<file path="src/hdl/lds_pkg.sv">
// ----------------------------------------------------------------------------
// lds_pkg
// Shared widths, controller states and the command and status bundles that
// join the controller of the linear Diophantine solver to its datapath.
// ----------------------------------------------------------------------------
package lds_pkg;

    // Operand width; the low DATA_WIDTH bits of each operand are used.
    localparam int DATA_WIDTH = 32;
    localparam int CNT_W      = $clog2(DATA_WIDTH);
    // Bezout coefficients stay within about 2^(DATA_WIDTH+1) in magnitude.
    localparam int COEF_W     = DATA_WIDTH + 4;
    // Scaled solutions need the full product of two magnitudes.
    localparam int ACC_W      = 2 * DATA_WIDTH;
    localparam int SOL_W      = 63;
    localparam int GCD_W      = 31;

    typedef enum logic [2:0] {
        ST_IDLE,
        ST_CHECK,
        ST_EUCLID_DIV,
        ST_EUCLID_UPD,
        ST_SCALE_INIT,
        ST_SCALE_DIV,
        ST_DONE
    } lds_state_t;

    typedef struct packed {
        logic load;
        logic euclid_init;
        logic scale_init;
        logic div_step;
        logic euclid_update;
        logic publish;
    } lds_cmd_t;

    typedef struct packed {
        logic r0_zero;
        logic r1_zero;
        logic div_last;
        logic out_busy;
    } lds_status_t;

endpackage

</file>
<file path="src/hdl/lds_in_if.sv">
// ----------------------------------------------------------------------------
// lds_in_if
// Operand channel: coefficients and right side of one equation per word.
// ----------------------------------------------------------------------------
interface lds_in_if;
    logic        valid;
    logic        ready;
    logic [31:0] coef_a;
    logic [31:0] coef_b;
    logic [31:0] rhs_c;

    modport source (output valid, output coef_a, output coef_b, output rhs_c,
                    input ready);
    modport sink   (input valid, input coef_a, input coef_b, input rhs_c,
                    output ready);
endinterface

</file>
<file path="src/hdl/lds_out_if.sv">
// ----------------------------------------------------------------------------
// lds_out_if
// Result channel: solvability flag, particular solution and the gcd.
// ----------------------------------------------------------------------------
interface lds_out_if;
    logic        valid;
    logic        ready;
    logic        solvable;
    logic [62:0] sol_x;
    logic [62:0] sol_y;
    logic [30:0] divisor_g;

    modport source (output valid, output solvable, output sol_x, output sol_y,
                    output divisor_g, input ready);
    modport sink   (input valid, input solvable, input sol_x, input sol_y,
                    input divisor_g, output ready);
endinterface

</file>
<file path="src/hdl/lds_ctrl.sv">
// ----------------------------------------------------------------------------
// lds_ctrl
// Sequencer for the Euclid steps, the scaling division and the result hand-off.
// ----------------------------------------------------------------------------
module lds_ctrl
    import lds_pkg::*;
(
    input  logic        clk,
    input  logic        rst_n,
    input  logic        in_valid,
    output logic        in_ready,
    input  lds_status_t status,
    output lds_cmd_t    cmd
);

    lds_state_t state_reg;
    lds_state_t state_next;

    always_ff @(posedge clk or negedge rst_n)
    begin
        if (!rst_n)
        begin
            state_reg <= ST_IDLE;
        end
        else
        begin
            state_reg <= state_next;
        end
    end

    always_comb
    begin
        state_next = state_reg;
        case (state_reg)
            ST_IDLE:
            begin
                if (in_valid)
                begin
                    state_next = ST_CHECK;
                end
            end
            ST_CHECK:
            begin
                if (!status.r1_zero)
                begin
                    state_next = ST_EUCLID_DIV;
                end
                else if (status.r0_zero)
                begin
                    state_next = ST_DONE;
                end
                else
                begin
                    state_next = ST_SCALE_INIT;
                end
            end
            ST_EUCLID_DIV:
            begin
                if (status.div_last)
                begin
                    state_next = ST_EUCLID_UPD;
                end
            end
            ST_EUCLID_UPD:
            begin
                state_next = ST_CHECK;
            end
            ST_SCALE_INIT:
            begin
                state_next = ST_SCALE_DIV;
            end
            ST_SCALE_DIV:
            begin
                if (status.div_last)
                begin
                    state_next = ST_DONE;
                end
            end
            ST_DONE:
            begin
                if (!status.out_busy)
                begin
                    state_next = ST_IDLE;
                end
            end
            default:
            begin
                state_next = ST_IDLE;
            end
        endcase
    end

    always_comb
    begin
        cmd      = '0;
        in_ready = 1'b0;
        case (state_reg)
            ST_IDLE:
            begin
                in_ready = 1'b1;
                cmd.load = in_valid;
            end
            ST_CHECK:
            begin
                cmd.euclid_init = !status.r1_zero;
            end
            ST_EUCLID_DIV:
            begin
                cmd.div_step = 1'b1;
            end
            ST_EUCLID_UPD:
            begin
                cmd.euclid_update = 1'b1;
            end
            ST_SCALE_INIT:
            begin
                cmd.scale_init = 1'b1;
            end
            ST_SCALE_DIV:
            begin
                cmd.div_step = 1'b1;
            end
            ST_DONE:
            begin
                cmd.publish = !status.out_busy;
            end
            default:
            begin
                cmd = '0;
            end
        endcase
    end

endmodule

</file>
<file path="src/hdl/lds_datapath.sv">
// ----------------------------------------------------------------------------
// lds_datapath
// Remainder and Bezout registers, a shared radix-2 divider with Horner
// accumulators for quotient times coefficient, and the output register.
// ----------------------------------------------------------------------------
module lds_datapath
    import lds_pkg::*;
(
    input  logic                  clk,
    input  logic                  rst_n,
    input  lds_cmd_t              cmd,
    output lds_status_t           status,
    input  logic [DATA_WIDTH-1:0] coef_a,
    input  logic [DATA_WIDTH-1:0] coef_b,
    input  logic [DATA_WIDTH-1:0] rhs_c,
    output logic                  out_valid,
    input  logic                  out_ready,
    output logic                  solvable,
    output logic [SOL_W-1:0]      sol_x,
    output logic [SOL_W-1:0]      sol_y,
    output logic [GCD_W-1:0]      divisor_g
);

    // Item registers.
    logic                     a_neg_reg, b_neg_reg, c_neg_reg, c_zero_reg;
    logic [DATA_WIDTH-1:0]    c_mag_reg;
    logic [DATA_WIDTH-1:0]    r0_reg, r1_reg;
    logic signed [COEF_W-1:0] s0_reg, s1_reg, t0_reg, t1_reg;

    // Divider registers.
    logic [DATA_WIDTH-1:0]    dq_reg, rem_reg, dvs_reg;
    logic [CNT_W-1:0]         cnt_reg;
    logic signed [COEF_W-1:0] mx_reg, my_reg;
    logic signed [ACC_W-1:0]  acc_x_reg, acc_y_reg;

    // Output register.
    logic                     out_valid_reg;
    logic                     solvable_reg;
    logic [SOL_W-1:0]         sol_x_reg, sol_y_reg;
    logic [GCD_W-1:0]         divisor_g_reg;

    logic [DATA_WIDTH-1:0]    a_mag, b_mag, c_mag;
    logic [DATA_WIDTH:0]      rem_shift;
    logic [DATA_WIDTH:0]      rem_diff;
    logic                     q_bit;
    logic signed [ACC_W-1:0]  mx_ext, my_ext;
    logic signed [ACC_W-1:0]  acc_x_next, acc_y_next;
    logic signed [COEF_W-1:0] s_new, t_new;
    logic signed [ACC_W-1:0]  x_final, y_final;
    logic                     flip_x, flip_y;
    logic                     ok;

    assign a_mag = coef_a[DATA_WIDTH-1] ? (~coef_a + 1'b1) : coef_a;
    assign b_mag = coef_b[DATA_WIDTH-1] ? (~coef_b + 1'b1) : coef_b;
    assign c_mag = rhs_c[DATA_WIDTH-1]  ? (~rhs_c + 1'b1)  : rhs_c;

    // One restoring division step; the quotient bit also drives the Horner
    // accumulators, which build quotient times multiplicand MSB first.
    assign rem_shift = {rem_reg, dq_reg[DATA_WIDTH-1]};
    assign rem_diff  = rem_shift - {1'b0, dvs_reg};
    assign q_bit     = (rem_shift >= {1'b0, dvs_reg});
    assign mx_ext    = ACC_W'(mx_reg);
    assign my_ext    = ACC_W'(my_reg);
    assign acc_x_next = (acc_x_reg <<< 1) + (q_bit ? mx_ext : '0);
    assign acc_y_next = (acc_y_reg <<< 1) + (q_bit ? my_ext : '0);

    assign s_new = s0_reg - acc_x_reg[COEF_W-1:0];
    assign t_new = t0_reg - acc_y_reg[COEF_W-1:0];

    // The scaled products carry the sign of c times the sign of the coefficient.
    assign flip_x  = c_neg_reg ^ a_neg_reg;
    assign flip_y  = c_neg_reg ^ b_neg_reg;
    assign x_final = flip_x ? -acc_x_reg : acc_x_reg;
    assign y_final = flip_y ? -acc_y_reg : acc_y_reg;
    assign ok      = status.r0_zero ? c_zero_reg : (rem_reg == '0);

    assign status.r0_zero  = (r0_reg == '0);
    assign status.r1_zero  = (r1_reg == '0);
    assign status.div_last = (cnt_reg == CNT_W'(DATA_WIDTH - 1));
    assign status.out_busy = out_valid_reg && !out_ready;

    always_ff @(posedge clk)
    begin
        if (cmd.load)
        begin
            a_neg_reg  <= coef_a[DATA_WIDTH-1];
            b_neg_reg  <= coef_b[DATA_WIDTH-1];
            c_neg_reg  <= rhs_c[DATA_WIDTH-1];
            c_zero_reg <= (rhs_c == '0);
            c_mag_reg  <= c_mag;
            r0_reg     <= a_mag;
            r1_reg     <= b_mag;
            s0_reg     <= COEF_W'(1);
            s1_reg     <= '0;
            t0_reg     <= '0;
            t1_reg     <= COEF_W'(1);
        end
        else if (cmd.euclid_update)
        begin
            r0_reg <= r1_reg;
            r1_reg <= rem_reg;
            s0_reg <= s1_reg;
            s1_reg <= s_new;
            t0_reg <= t1_reg;
            t1_reg <= t_new;
        end

        if (cmd.euclid_init || cmd.scale_init)
        begin
            dq_reg    <= cmd.euclid_init ? r0_reg : c_mag_reg;
            dvs_reg   <= cmd.euclid_init ? r1_reg : r0_reg;
            mx_reg    <= cmd.euclid_init ? s1_reg : s0_reg;
            my_reg    <= cmd.euclid_init ? t1_reg : t0_reg;
            rem_reg   <= '0;
            cnt_reg   <= '0;
            acc_x_reg <= '0;
            acc_y_reg <= '0;
        end
        else if (cmd.div_step)
        begin
            dq_reg    <= {dq_reg[DATA_WIDTH-2:0], q_bit};
            rem_reg   <= q_bit ? rem_diff[DATA_WIDTH-1:0] : rem_shift[DATA_WIDTH-1:0];
            cnt_reg   <= cnt_reg + 1'b1;
            acc_x_reg <= acc_x_next;
            acc_y_reg <= acc_y_next;
        end

        if (cmd.publish)
        begin
            solvable_reg  <= ok;
            sol_x_reg     <= (ok && !status.r0_zero) ? SOL_W'(x_final) : '0;
            sol_y_reg     <= (ok && !status.r0_zero) ? SOL_W'(y_final) : '0;
            divisor_g_reg <= GCD_W'(r0_reg);
        end
    end

    always_ff @(posedge clk or negedge rst_n)
    begin
        if (!rst_n)
        begin
            out_valid_reg <= 1'b0;
        end
        else if (cmd.publish)
        begin
            out_valid_reg <= 1'b1;
        end
        else if (out_ready)
        begin
            out_valid_reg <= 1'b0;
        end
    end

    assign out_valid = out_valid_reg;
    assign solvable  = solvable_reg;
    assign sol_x     = sol_x_reg;
    assign sol_y     = sol_y_reg;
    assign divisor_g = divisor_g_reg;

endmodule

</file>
<file path="src/hdl/linear_diophantine_solver.sv">
// Each word is taken in the idle state; each Euclid step then runs a check,
// a radix-2 division and an update. A final check leads to the scaling division
// of |c| by g (skipped when a and b are both zero), then the output register is loaded.
// A word takes n Euclid steps; n is at most about 46 at 32 bits.
// One word in flight at a time; a new word is taken once the previous result is loaded.
// Reset (rst_n, asynchronous, active low) clears the controller and output valid.
// ----------------------------------------------------------------------------
// linear_diophantine_solver
// Solves a*x + b*y = c for one particular integer solution using the extended
// Euclidean algorithm, reporting the gcd and whether a solution exists.
// ----------------------------------------------------------------------------
module linear_diophantine_solver
    import lds_pkg::*;
(
    input  logic clk,
    input  logic rst_n,
    lds_in_if.sink    operands,
    lds_out_if.source results
);

    // The controller sequences the work; the datapath holds every number.
    // They talk through one command bundle and one status bundle.
    lds_cmd_t    cmd;
    lds_status_t status;

    // The controller accepts a word only in its idle state. The result of the
    // previous word may still sit in the output register while the next word
    // is being worked on; the controller waits in its final state only if that
    // register is still full when the new result is ready.
    lds_ctrl u_ctrl (
        .clk      (clk),
        .rst_n    (rst_n),
        .in_valid (operands.valid),
        .in_ready (operands.ready),
        .status   (status),
        .cmd      (cmd)
    );

    // The datapath runs Euclid on the magnitudes of a and b with one shared
    // bit-serial divider. While the divider produces quotient bits MSB first,
    // two accumulators fold in the multiplicand for each set bit, so the
    // quotient-times-coefficient products come out with no multiplier. The
    // same divider then divides |c| by g: a zero remainder means solvable, and
    // the accumulators deliver the Bezout pair scaled by |c|/g. When a and b
    // are both zero, g is zero and the word is solvable only if c is zero.
    // Only the low DATA_WIDTH bits of each operand are significant.
    lds_datapath u_datapath (
        .clk       (clk),
        .rst_n     (rst_n),
        .cmd       (cmd),
        .status    (status),
        .coef_a    (operands.coef_a[DATA_WIDTH-1:0]),
        .coef_b    (operands.coef_b[DATA_WIDTH-1:0]),
        .rhs_c     (operands.rhs_c[DATA_WIDTH-1:0]),
        .out_valid (results.valid),
        .out_ready (results.ready),
        .solvable  (results.solvable),
        .sol_x     (results.sol_x),
        .sol_y     (results.sol_y),
        .divisor_g (results.divisor_g)
    );

endmodule
</file>
<file path="src/flat_wrapper.sv">
// flat-port wrapper written by rule: the top's interface ports become plain ports
module linear_diophantine_solver_flat import lds_pkg::*;
  (clk, rst_n, operands_valid, operands_coef_a, operands_coef_b, operands_rhs_c, operands_ready, results_valid, results_solvable, results_sol_x, results_sol_y, results_divisor_g, results_ready);
  lds_in_if operands_i ();
  lds_out_if results_i ();
  input  logic clk;
  input  logic rst_n;
  input wire logic [$bits(operands_i.valid)-1:0] operands_valid;
  input wire logic [$bits(operands_i.coef_a)-1:0] operands_coef_a;
  input wire logic [$bits(operands_i.coef_b)-1:0] operands_coef_b;
  input wire logic [$bits(operands_i.rhs_c)-1:0] operands_rhs_c;
  output wire logic [$bits(operands_i.ready)-1:0] operands_ready;
  output wire logic [$bits(results_i.valid)-1:0] results_valid;
  output wire logic [$bits(results_i.solvable)-1:0] results_solvable;
  output wire logic [$bits(results_i.sol_x)-1:0] results_sol_x;
  output wire logic [$bits(results_i.sol_y)-1:0] results_sol_y;
  output wire logic [$bits(results_i.divisor_g)-1:0] results_divisor_g;
  input wire logic [$bits(results_i.ready)-1:0] results_ready;
  assign operands_i.valid = operands_valid;
  assign operands_i.coef_a = operands_coef_a;
  assign operands_i.coef_b = operands_coef_b;
  assign operands_i.rhs_c = operands_rhs_c;
  assign operands_ready = operands_i.ready;
  assign results_valid = results_i.valid;
  assign results_solvable = results_i.solvable;
  assign results_sol_x = results_i.sol_x;
  assign results_sol_y = results_i.sol_y;
  assign results_divisor_g = results_i.divisor_g;
  assign results_i.ready = results_ready;
  linear_diophantine_solver u_core (.clk(clk), .rst_n(rst_n), .operands(operands_i), .results(results_i));
endmodule
</file>
<file path="config.mk">
export PLATFORM = sky130hd
export DESIGN_NAME = linear_diophantine_solver_flat
export DESIGN_NICKNAME = d
export VERILOG_FILES = /design/src/hdl/lds_pkg.sv /design/src/hdl/lds_in_if.sv /design/src/hdl/lds_out_if.sv /design/src/hdl/lds_ctrl.sv /design/src/hdl/lds_datapath.sv /design/src/hdl/linear_diophantine_solver.sv /design/src/flat_wrapper.sv
export SDC_FILE = /design/constraint.sdc
export NUM_CORES = 2
export LEC_CHECK = 0
export BUFFER_PORTS_ARGS = -buffer_cell sky130_fd_sc_hd__buf_2
export CAP_MARGIN = 20
export CORE_MARGIN = 1
export CORE_UTILIZATION = 45
export DETAILED_ROUTE_END_ITERATION = 16
export HOLD_SLACK_MARGIN = 0.08
export SLEW_MARGIN = 10
export SYNTH_ARGS = -nofsm -noshare
export SYNTH_HDL_FRONTEND = slang
export SYNTH_SLANG_ARGS = --single-unit
</file>
<file path="constraint.sdc">
create_clock -name clk -period 13.5 [get_ports clk]
set_input_delay 1.35 -clock clk [delete_from_list [all_inputs] [get_ports clk]]
set_output_delay 1.35 -clock clk [all_outputs]
set_load 0.01 [all_outputs]
</file>
Word-level counts from Yosys, hierarchy flattened --
Index checks and enable logic that the tools add are counted.
Operators by class: multiplexer cells 35, equal/unequal tests 11, bitwise gates (word level) 5, $add $sub $neg 11, $lt $le $gt $ge 1, reductions and logical operators 17
Operators by type and width (number):
- 2-to-1 mux 32 bit | 11
- 2-to-1 mux 63 bit | 4
- logical NOT 32 bit | 4
- adder 63 bit | 2
- negator 63 bit | 2
- adder 32 x 1 -> 32 bit, second input constant | 3
- NOT 32 bit | 3
- 2-to-1 mux 36 bit | 2
- subtractor 36 bit | 2
- >= comparator 33 x 32 -> 1 bit | 1
- subtractor 32 bit | 1
- 2-to-1 mux 31 bit | 1
- case mux 3 bit (7 select lines) | 1
- 2-to-1 mux 3 bit | 5
- 2-to-1 mux 1 bit | 10
- equality test 3 bit, second input constant | 3
- equality test 3 x 2 -> 1 bit, second input constant | 2
- nonzero test 2 bit | 3
- adder 5 x 1 -> 5 bit, second input constant | 1
- equality test 5 bit, second input constant | 1
- logical NOT 1 bit | 4
- != test 2 x 1 -> 1 bit, second input constant | 2
- != test 2 bit, second input constant | 2
- AND reduction 4 bit | 1
- 7 further kinds | 9
Word-level totals: logic and storage cells 106, register bits after elaboration 705, input port bits 100, output and inout bits 160

Longest topological paths before layout --
word-level depth 5, gate-level depth with buffers 26, gate-level depth less buffers 23

Hierarchy --
A second synthesis with hierarchy kept.
Unflattened totals: cell total of the unflattened synthesis 4579, area, all modules 42733.5 sq um
Modules (own cells, without submodules):
- lds_datapath | cells an instance 4547, instances 1, sequential area each 18002.3 sq um, area each 42443.2 sq um
- lds_ctrl | cells an instance 32, instances 1, sequential area each 75.1 sq um, area each 290.3 sq um

Worst setup path before layout --
OpenSTA, ideal clock, no wires.
path kind input port to flip-flop, start point input port results_ready, end point register u_core.u_datapath.divisor_g_reg[0], in the netlist u_core.u_datapath.divisor_g[0] (enable), stages on the path 2, buffers on the path 0, data arrival time 12.890 ns, required time 12.599 ns, setup time 0.901 ns, setup slack -0.291 ns, path through nand2b_1 -> nor3b_1
RTL lines:
- from (decl) | line flat_wrapper.sv:18 | input wire logic [$bits(results_i.ready)-1:0] results_ready;
- to (signal assigned) | line lds_datapath.sv:133 | divisor_g_reg <= GCD_W'(r0_reg);
- to (decl) | line lds_datapath.sv:40 | logic [GCD_W-1:0] divisor_g_reg;

Final worst setup path --
start point register u_core.u_datapath.rem_reg[18], end point register u_core.u_datapath.acc_y_reg[53]
Between the ends: longest elaborated chain between the ends 3
Ends and longest elaborated chain:
- from (decl) | line lds_datapath.sv:31 | logic [DATA_WIDTH-1:0] dq_reg, rem_reg, dvs_reg;
- from (signal assigned) | line lds_datapath.sv:122 | rem_reg <= q_bit ? rem_diff[DATA_WIDTH-1:0] : rem_shift[DATA_WIDTH-1:0];
- >= comparator 33 x 32 -> 1 bit | line lds_datapath.sv:61 | assign q_bit = (rem_shift >= {1'b0, dvs_reg});
- 2-to-1 mux 63 bit | line lds_datapath.sv:65 | assign acc_y_next = (acc_y_reg <<< 1) + (q_bit ? my_ext : '0);
- adder 63 bit | line lds_datapath.sv:65
- to (signal assigned) | line lds_datapath.sv:125 | acc_y_reg <= acc_y_next;
- to (decl) | line lds_datapath.sv:34 | logic signed [ACC_W-1:0] acc_x_reg, acc_y_reg;
No other way between the ends. A chain may end at the register's enable or synchronous reset.

==> summary by stage <==
Status
The run finished with clean final reports.

Setup path
The cell type group with the largest total delay on the critical path is compound AO/OA/AOI/OAI gates. In this run the register-to-register setup slack is between 6 and 7 ns. Walking the worst path, the cells encountered are ha_1 -> nand4_1 -> nor4_1 -> o211ai_1 -> nand2_1 -> or2_2 -> a21o_4 -> buf_4 -> and2_1 -> ha_1 -> fa_1 -> a211oi_1 -> o21ai_0 -> nand4_1 -> a31oi_1 -> o21ai_1 -> o21ai_1 -> nor2_1 -> o32ai_1 -> mux2i_1 -> xor2_1 -> o21ai_0. The worst setup path is launched from a register.

STA puts the critical path data required time at 13.99 ns. The number of buffers and inverters on the critical path is 1. The standard cell with the maximum stage delay on the critical path is buf_4.

The critical setup path kind is register to register. The data arrival time at the worst-slack endpoint is 7.59 ns. The top fanout value on the critical path is 66. The largest stage delay on the critical path is 0.67 ns. STA classifies the critical path endpoint as a register.

Drt
The final antenna-violating net count is 0. In the routed layout, each cell is associated on average with a via count of 5.66. The total length of routed wires is 122000 um. The first-pass iteration count of the detailed router is 6. After detailed routing, the number of remaining DRC violations is 0.

In the final routed layout, each cell accounts on average for 19.2 um. The routed layout has around 36000 vias. The number of design-rule violations left by the first detailed-router iteration is 3077.

Job
Across the run, the number of max-cap violations was 0.

Logic synthesis
By area, the combinational part of the netlist is dominated by simple AND/OR/NAND/NOR gates. Counting every net in the synthesized netlist gives 5204. Among all flip-flop cells after synthesis, the most frequent one is edfxtp_1. In the synthesized netlist the async set-or-reset flop fraction comes to 0.567%. The fraction of synthesized cell area in xor and xnor cells is 8.44%. Synthesis produced 4922 cells. The average cell area after synthesis is 8.56 um2. After Yosys synthesis, and, or, nand and nor cells account for 21.6% of the synthesized area. The adder-cell area share of the yosys netlist is 5.50%. The post-synth design cell area is roughly 0.042 mm2.

The number of distinct standard cells referenced by the synthesized netlist is 88. Of the post-synthesis cell area, the part taken by muxes is 0.502%. The share of the Yosys chip area taken by registers is 42.9%. The register bit total from synthesis is just over 700.

The number of enable flip-flop cells after synthesis is 394. The post-synthesis compound-gate area fraction is 17.0%. The Yosys step of the flow raised 0 warnings.

Floorplan
The starting density of the core is a little under half. The core region area is about 0.092 mm2. The overall die height is 308 um. In this run the horizontal extent of the chip is between 300 and 400 um. During I/O placement, the number of pins put on the boundary was 260. The die covers between 0.09 and 0.1 mm2. The number of placement rows is 111.

Clock tree
The CTS tree is done. The number of setup buffers added after CTS is 0. After clock tree synthesis, the clock-pin slew on the worst setup and hold paths is about 0.060 ns. The clock passes through at most 3 buffers. The root buffer cell chosen for the clock tree is clkbuf_16.

Buffers inserted during clock tree synthesis total 81. The number of clock sinks is 705. The total number of H-tree levels is 3. Gates resized during post-CTS repair numbered 0. For the worst-skew pair, the clock arrives at the later sink with an insertion delay of 0.66 ns. The number of hold buffers added after CTS is 0.

STA
Setup repair after global routing left no endpoint under its margin. The total negative slack for setup checks is 0 ns. The final worst-path cycle share is approximately 53%.

The final setup violation count is 0. The final hold violation count is 0. The maximum operating frequency is around 140 MHz. The worst slew margin relative to its limit is 27.4%. The final count of pins violating max slew is 0. For the pin with the worst max-slew slack, the measured transition is roughly 1.1 ns. The worst clock skew is 0.0349 ns. The final critical-path required period is 7.09 ns.

GRT
Global routing used 25.1% of the available tracks across all layers. The number of antenna violations at the first check in global routing was 12. The number of global-route vias before repair is 33200. Summed over all layers, the global routing overflow is 0. The maximum number of pins on one net before global-route repair is 114. The wire length of the first global-routing pass is about 190000 um.

Placement
The half-perimeter wire length after placement is between 80000 and 90000 um. The count of buffers added on input and output ports is 259. The final weighted congestion in routability-driven placement is 0.933.

Power
The leakage power figure is 19.1 nW. Power comes to 12.9 mW. VDD sags by at most 0.179 mV.

The power density of the placed cells is 274 mW/mm2.

Layout
In the final layout, the multi-input gates occupy 0.0225 mm2. Relative to the synthesized area, the layout overhead comes to 11.8%. The number of nets in the layout is 5305.

The footprint of the flip-flops and latches is around 0.018 mm2. The number of filler cells placed in the layout is 9012. The post-route netlist has 9.60% of its cells at a drive strength greater than 1.

Hold path
The tightest min-delay check is of the register to register type.
## placed cells by master, fill, tap and decap left out, types with 11 or more instances in the layout
cell       Yosys  routed
o211ai_1      21      21
nor2b_1       14      14
nand4_1       48      48
a22oi_1       36      36
or3_1         54      53
nand2_1     1002    1001
a41oi_1       15      15
clkbuf_16      0      83
a211oi_1      38      38
mux2i_1       20      20
and3_1        33      32
inv_1        161     159
buf_2          3     259
buf_4          0      36
nand3_1      177     177
o21a_1        26      25
nor3_1        68      68
xor2_1       165     163
o21ai_0      360     359
bufinv_16      0      11
edfxtp_1     394     394
dfxtp_1      307     307
ha_1         177     177
or2_2         14      12
o21bai_1      29      29
a21o_1        83      82
or4_1         36      36
and2_1        83      83
nor4_1        68      68
o41ai_1       23      23
a21oi_1      330     330
xnor2_1      241     239
nor2_1       321     314
clkbuf_1     254      20
nand2b_1      37      37
a31oi_1       42      42
o31ai_1       48      48
o22ai_1       15      15
clkinv_2       0      21
## metrics by stage
stage,instances,instance area [um2],utilization (%),hold WS (ns),setup slack [ns]
after detailed placement,6183,44300,48.0,0.442,6.51
after global routing,6338,47100,51.0,0.445,5.71
after global placement,6183,44300,48.0,0.439,6.67
after CTS,6335,47100,51.0,0.430,6.43
after floorplan,4922,42100,-,0.428,5.34
final,6340,47100,51.0,0.431,6.41
## layout make-up
type / count / share of cell area [%]
clock buffer: 108 / 4.72
clock inverter: 44 / 1.15
inverter: 162 / 1.31
antenna: 5 / 0.0266
multi-input combinational: 3778 / 47.8
sequential: 705 / 38.4
timing repair buffer: 295 / 3.33
tap: 1243 / 3.30
## power by group
| part | switching (mW) | internal [mW] | total, mW |
|---|---|---|---|
| Combinational | 4.14 | 2.56 | 6.70 |
| Sequential | 0.767 | 3.14 | 3.91 |
| Clock | 0.937 | 1.37 | 2.31 |
| Total | 5.85 | 7.07 | 12.9 |
## worst reg2reg max path, stage by stage, from the launching register on
cell,delay [ns]
dfxtp_1,0.36
ha_1,0.41
nand4_1,0.24
nor4_1,0.58
o211ai_1,0.18
nand2_1,0.21
or2_2,0.17
a21o_4,0.44
buf_4,0.67
and2_1,0.23
ha_1,0.22
fa_1,0.27
a211oi_1,0.11
o21ai_0,0.34
nand4_1,0.25
a31oi_1,0.33
o21ai_1,0.21
o21ai_1,0.51
nor2_1,0.11
o32ai_1,0.55
mux2i_1,0.30
xor2_1,0.17
o21ai_0,0.08
## final timing paths
| check | cells after the start | end | startpoint |
|---|---|---|---|
| setup / recovery | 22 | u_core.u_datapath.acc_y_reg[53] | u_core.u_datapath.rem_reg[18] |
| hold / removal | 2 | u_core.u_datapath.s0_reg[17] | u_core.u_datapath.s1_reg[17] |
| setup reg to reg | 22 | u_core.u_datapath.acc_y_reg[53] | u_core.u_datapath.rem_reg[18] |
| hold reg to reg | 2 | u_core.u_datapath.s0_reg[17] | u_core.u_datapath.s1_reg[17] |
| max in group asynchronous | 1 | u_core.u_ctrl.state_reg[0] | rst_n |
| min in group asynchronous | 1 | u_core.u_datapath.out_valid | rst_n |
## synth_stat cells, drive strengths merged, types with 20 or more instances
library cell / n / share of area, %
nand2: 1002 / 8.9
edfxtp: 394 / 28
o21ai: 366 / 4.3
a21oi: 331 / 3.9
nor2: 322 / 2.9
dfxtp: 307 / 15
clkbuf: 255 / 2.3
xnor2: 241 / 5.0
ha: 177 / 5.3
nand3: 177 / 2.1
xor2: 165 / 3.4
inv: 162 / 1.4
a21o: 83 / 1.5
and2: 83 / 1.2
nor3: 69 / 0.85
nor4: 69 / 1.0
or3: 59 / 0.93
o31ai: 49 / 0.91
nand4: 48 / 0.71
a31oi: 42 / 0.62
or4: 39 / 0.72
a211oi: 38 / 0.68
nand2b: 38 / 0.58
a22oi: 36 / 0.64
and3: 33 / 0.49
o21bai: 29 / 0.52
o21a: 26 / 0.46
o41ai: 24 / 0.54
buf: 22 / 0.28
o211ai: 21 / 0.37
mux2i: 20 / 0.48
## layer usage
metal	routed length, um	global-route usage (%)	up-vias
li1	-	-	17700
met5	86	0	-
met1	58600	37.2	16900
met2	52800	37.9	1101
met4	2370	6.20	14
met3	7690	3.72	185
## logic make-up after synthesis
kind of cell,Yosys count
AND/OR/NAND/NOR,2002
multiplexers,21
adder cells (fa/ha/maj),182
XOR/XNOR,406
buffers and inverters,439
AO/OA/AOI/OAI,1167
flip-flops,705
Power figures use the tool's default switching activity.
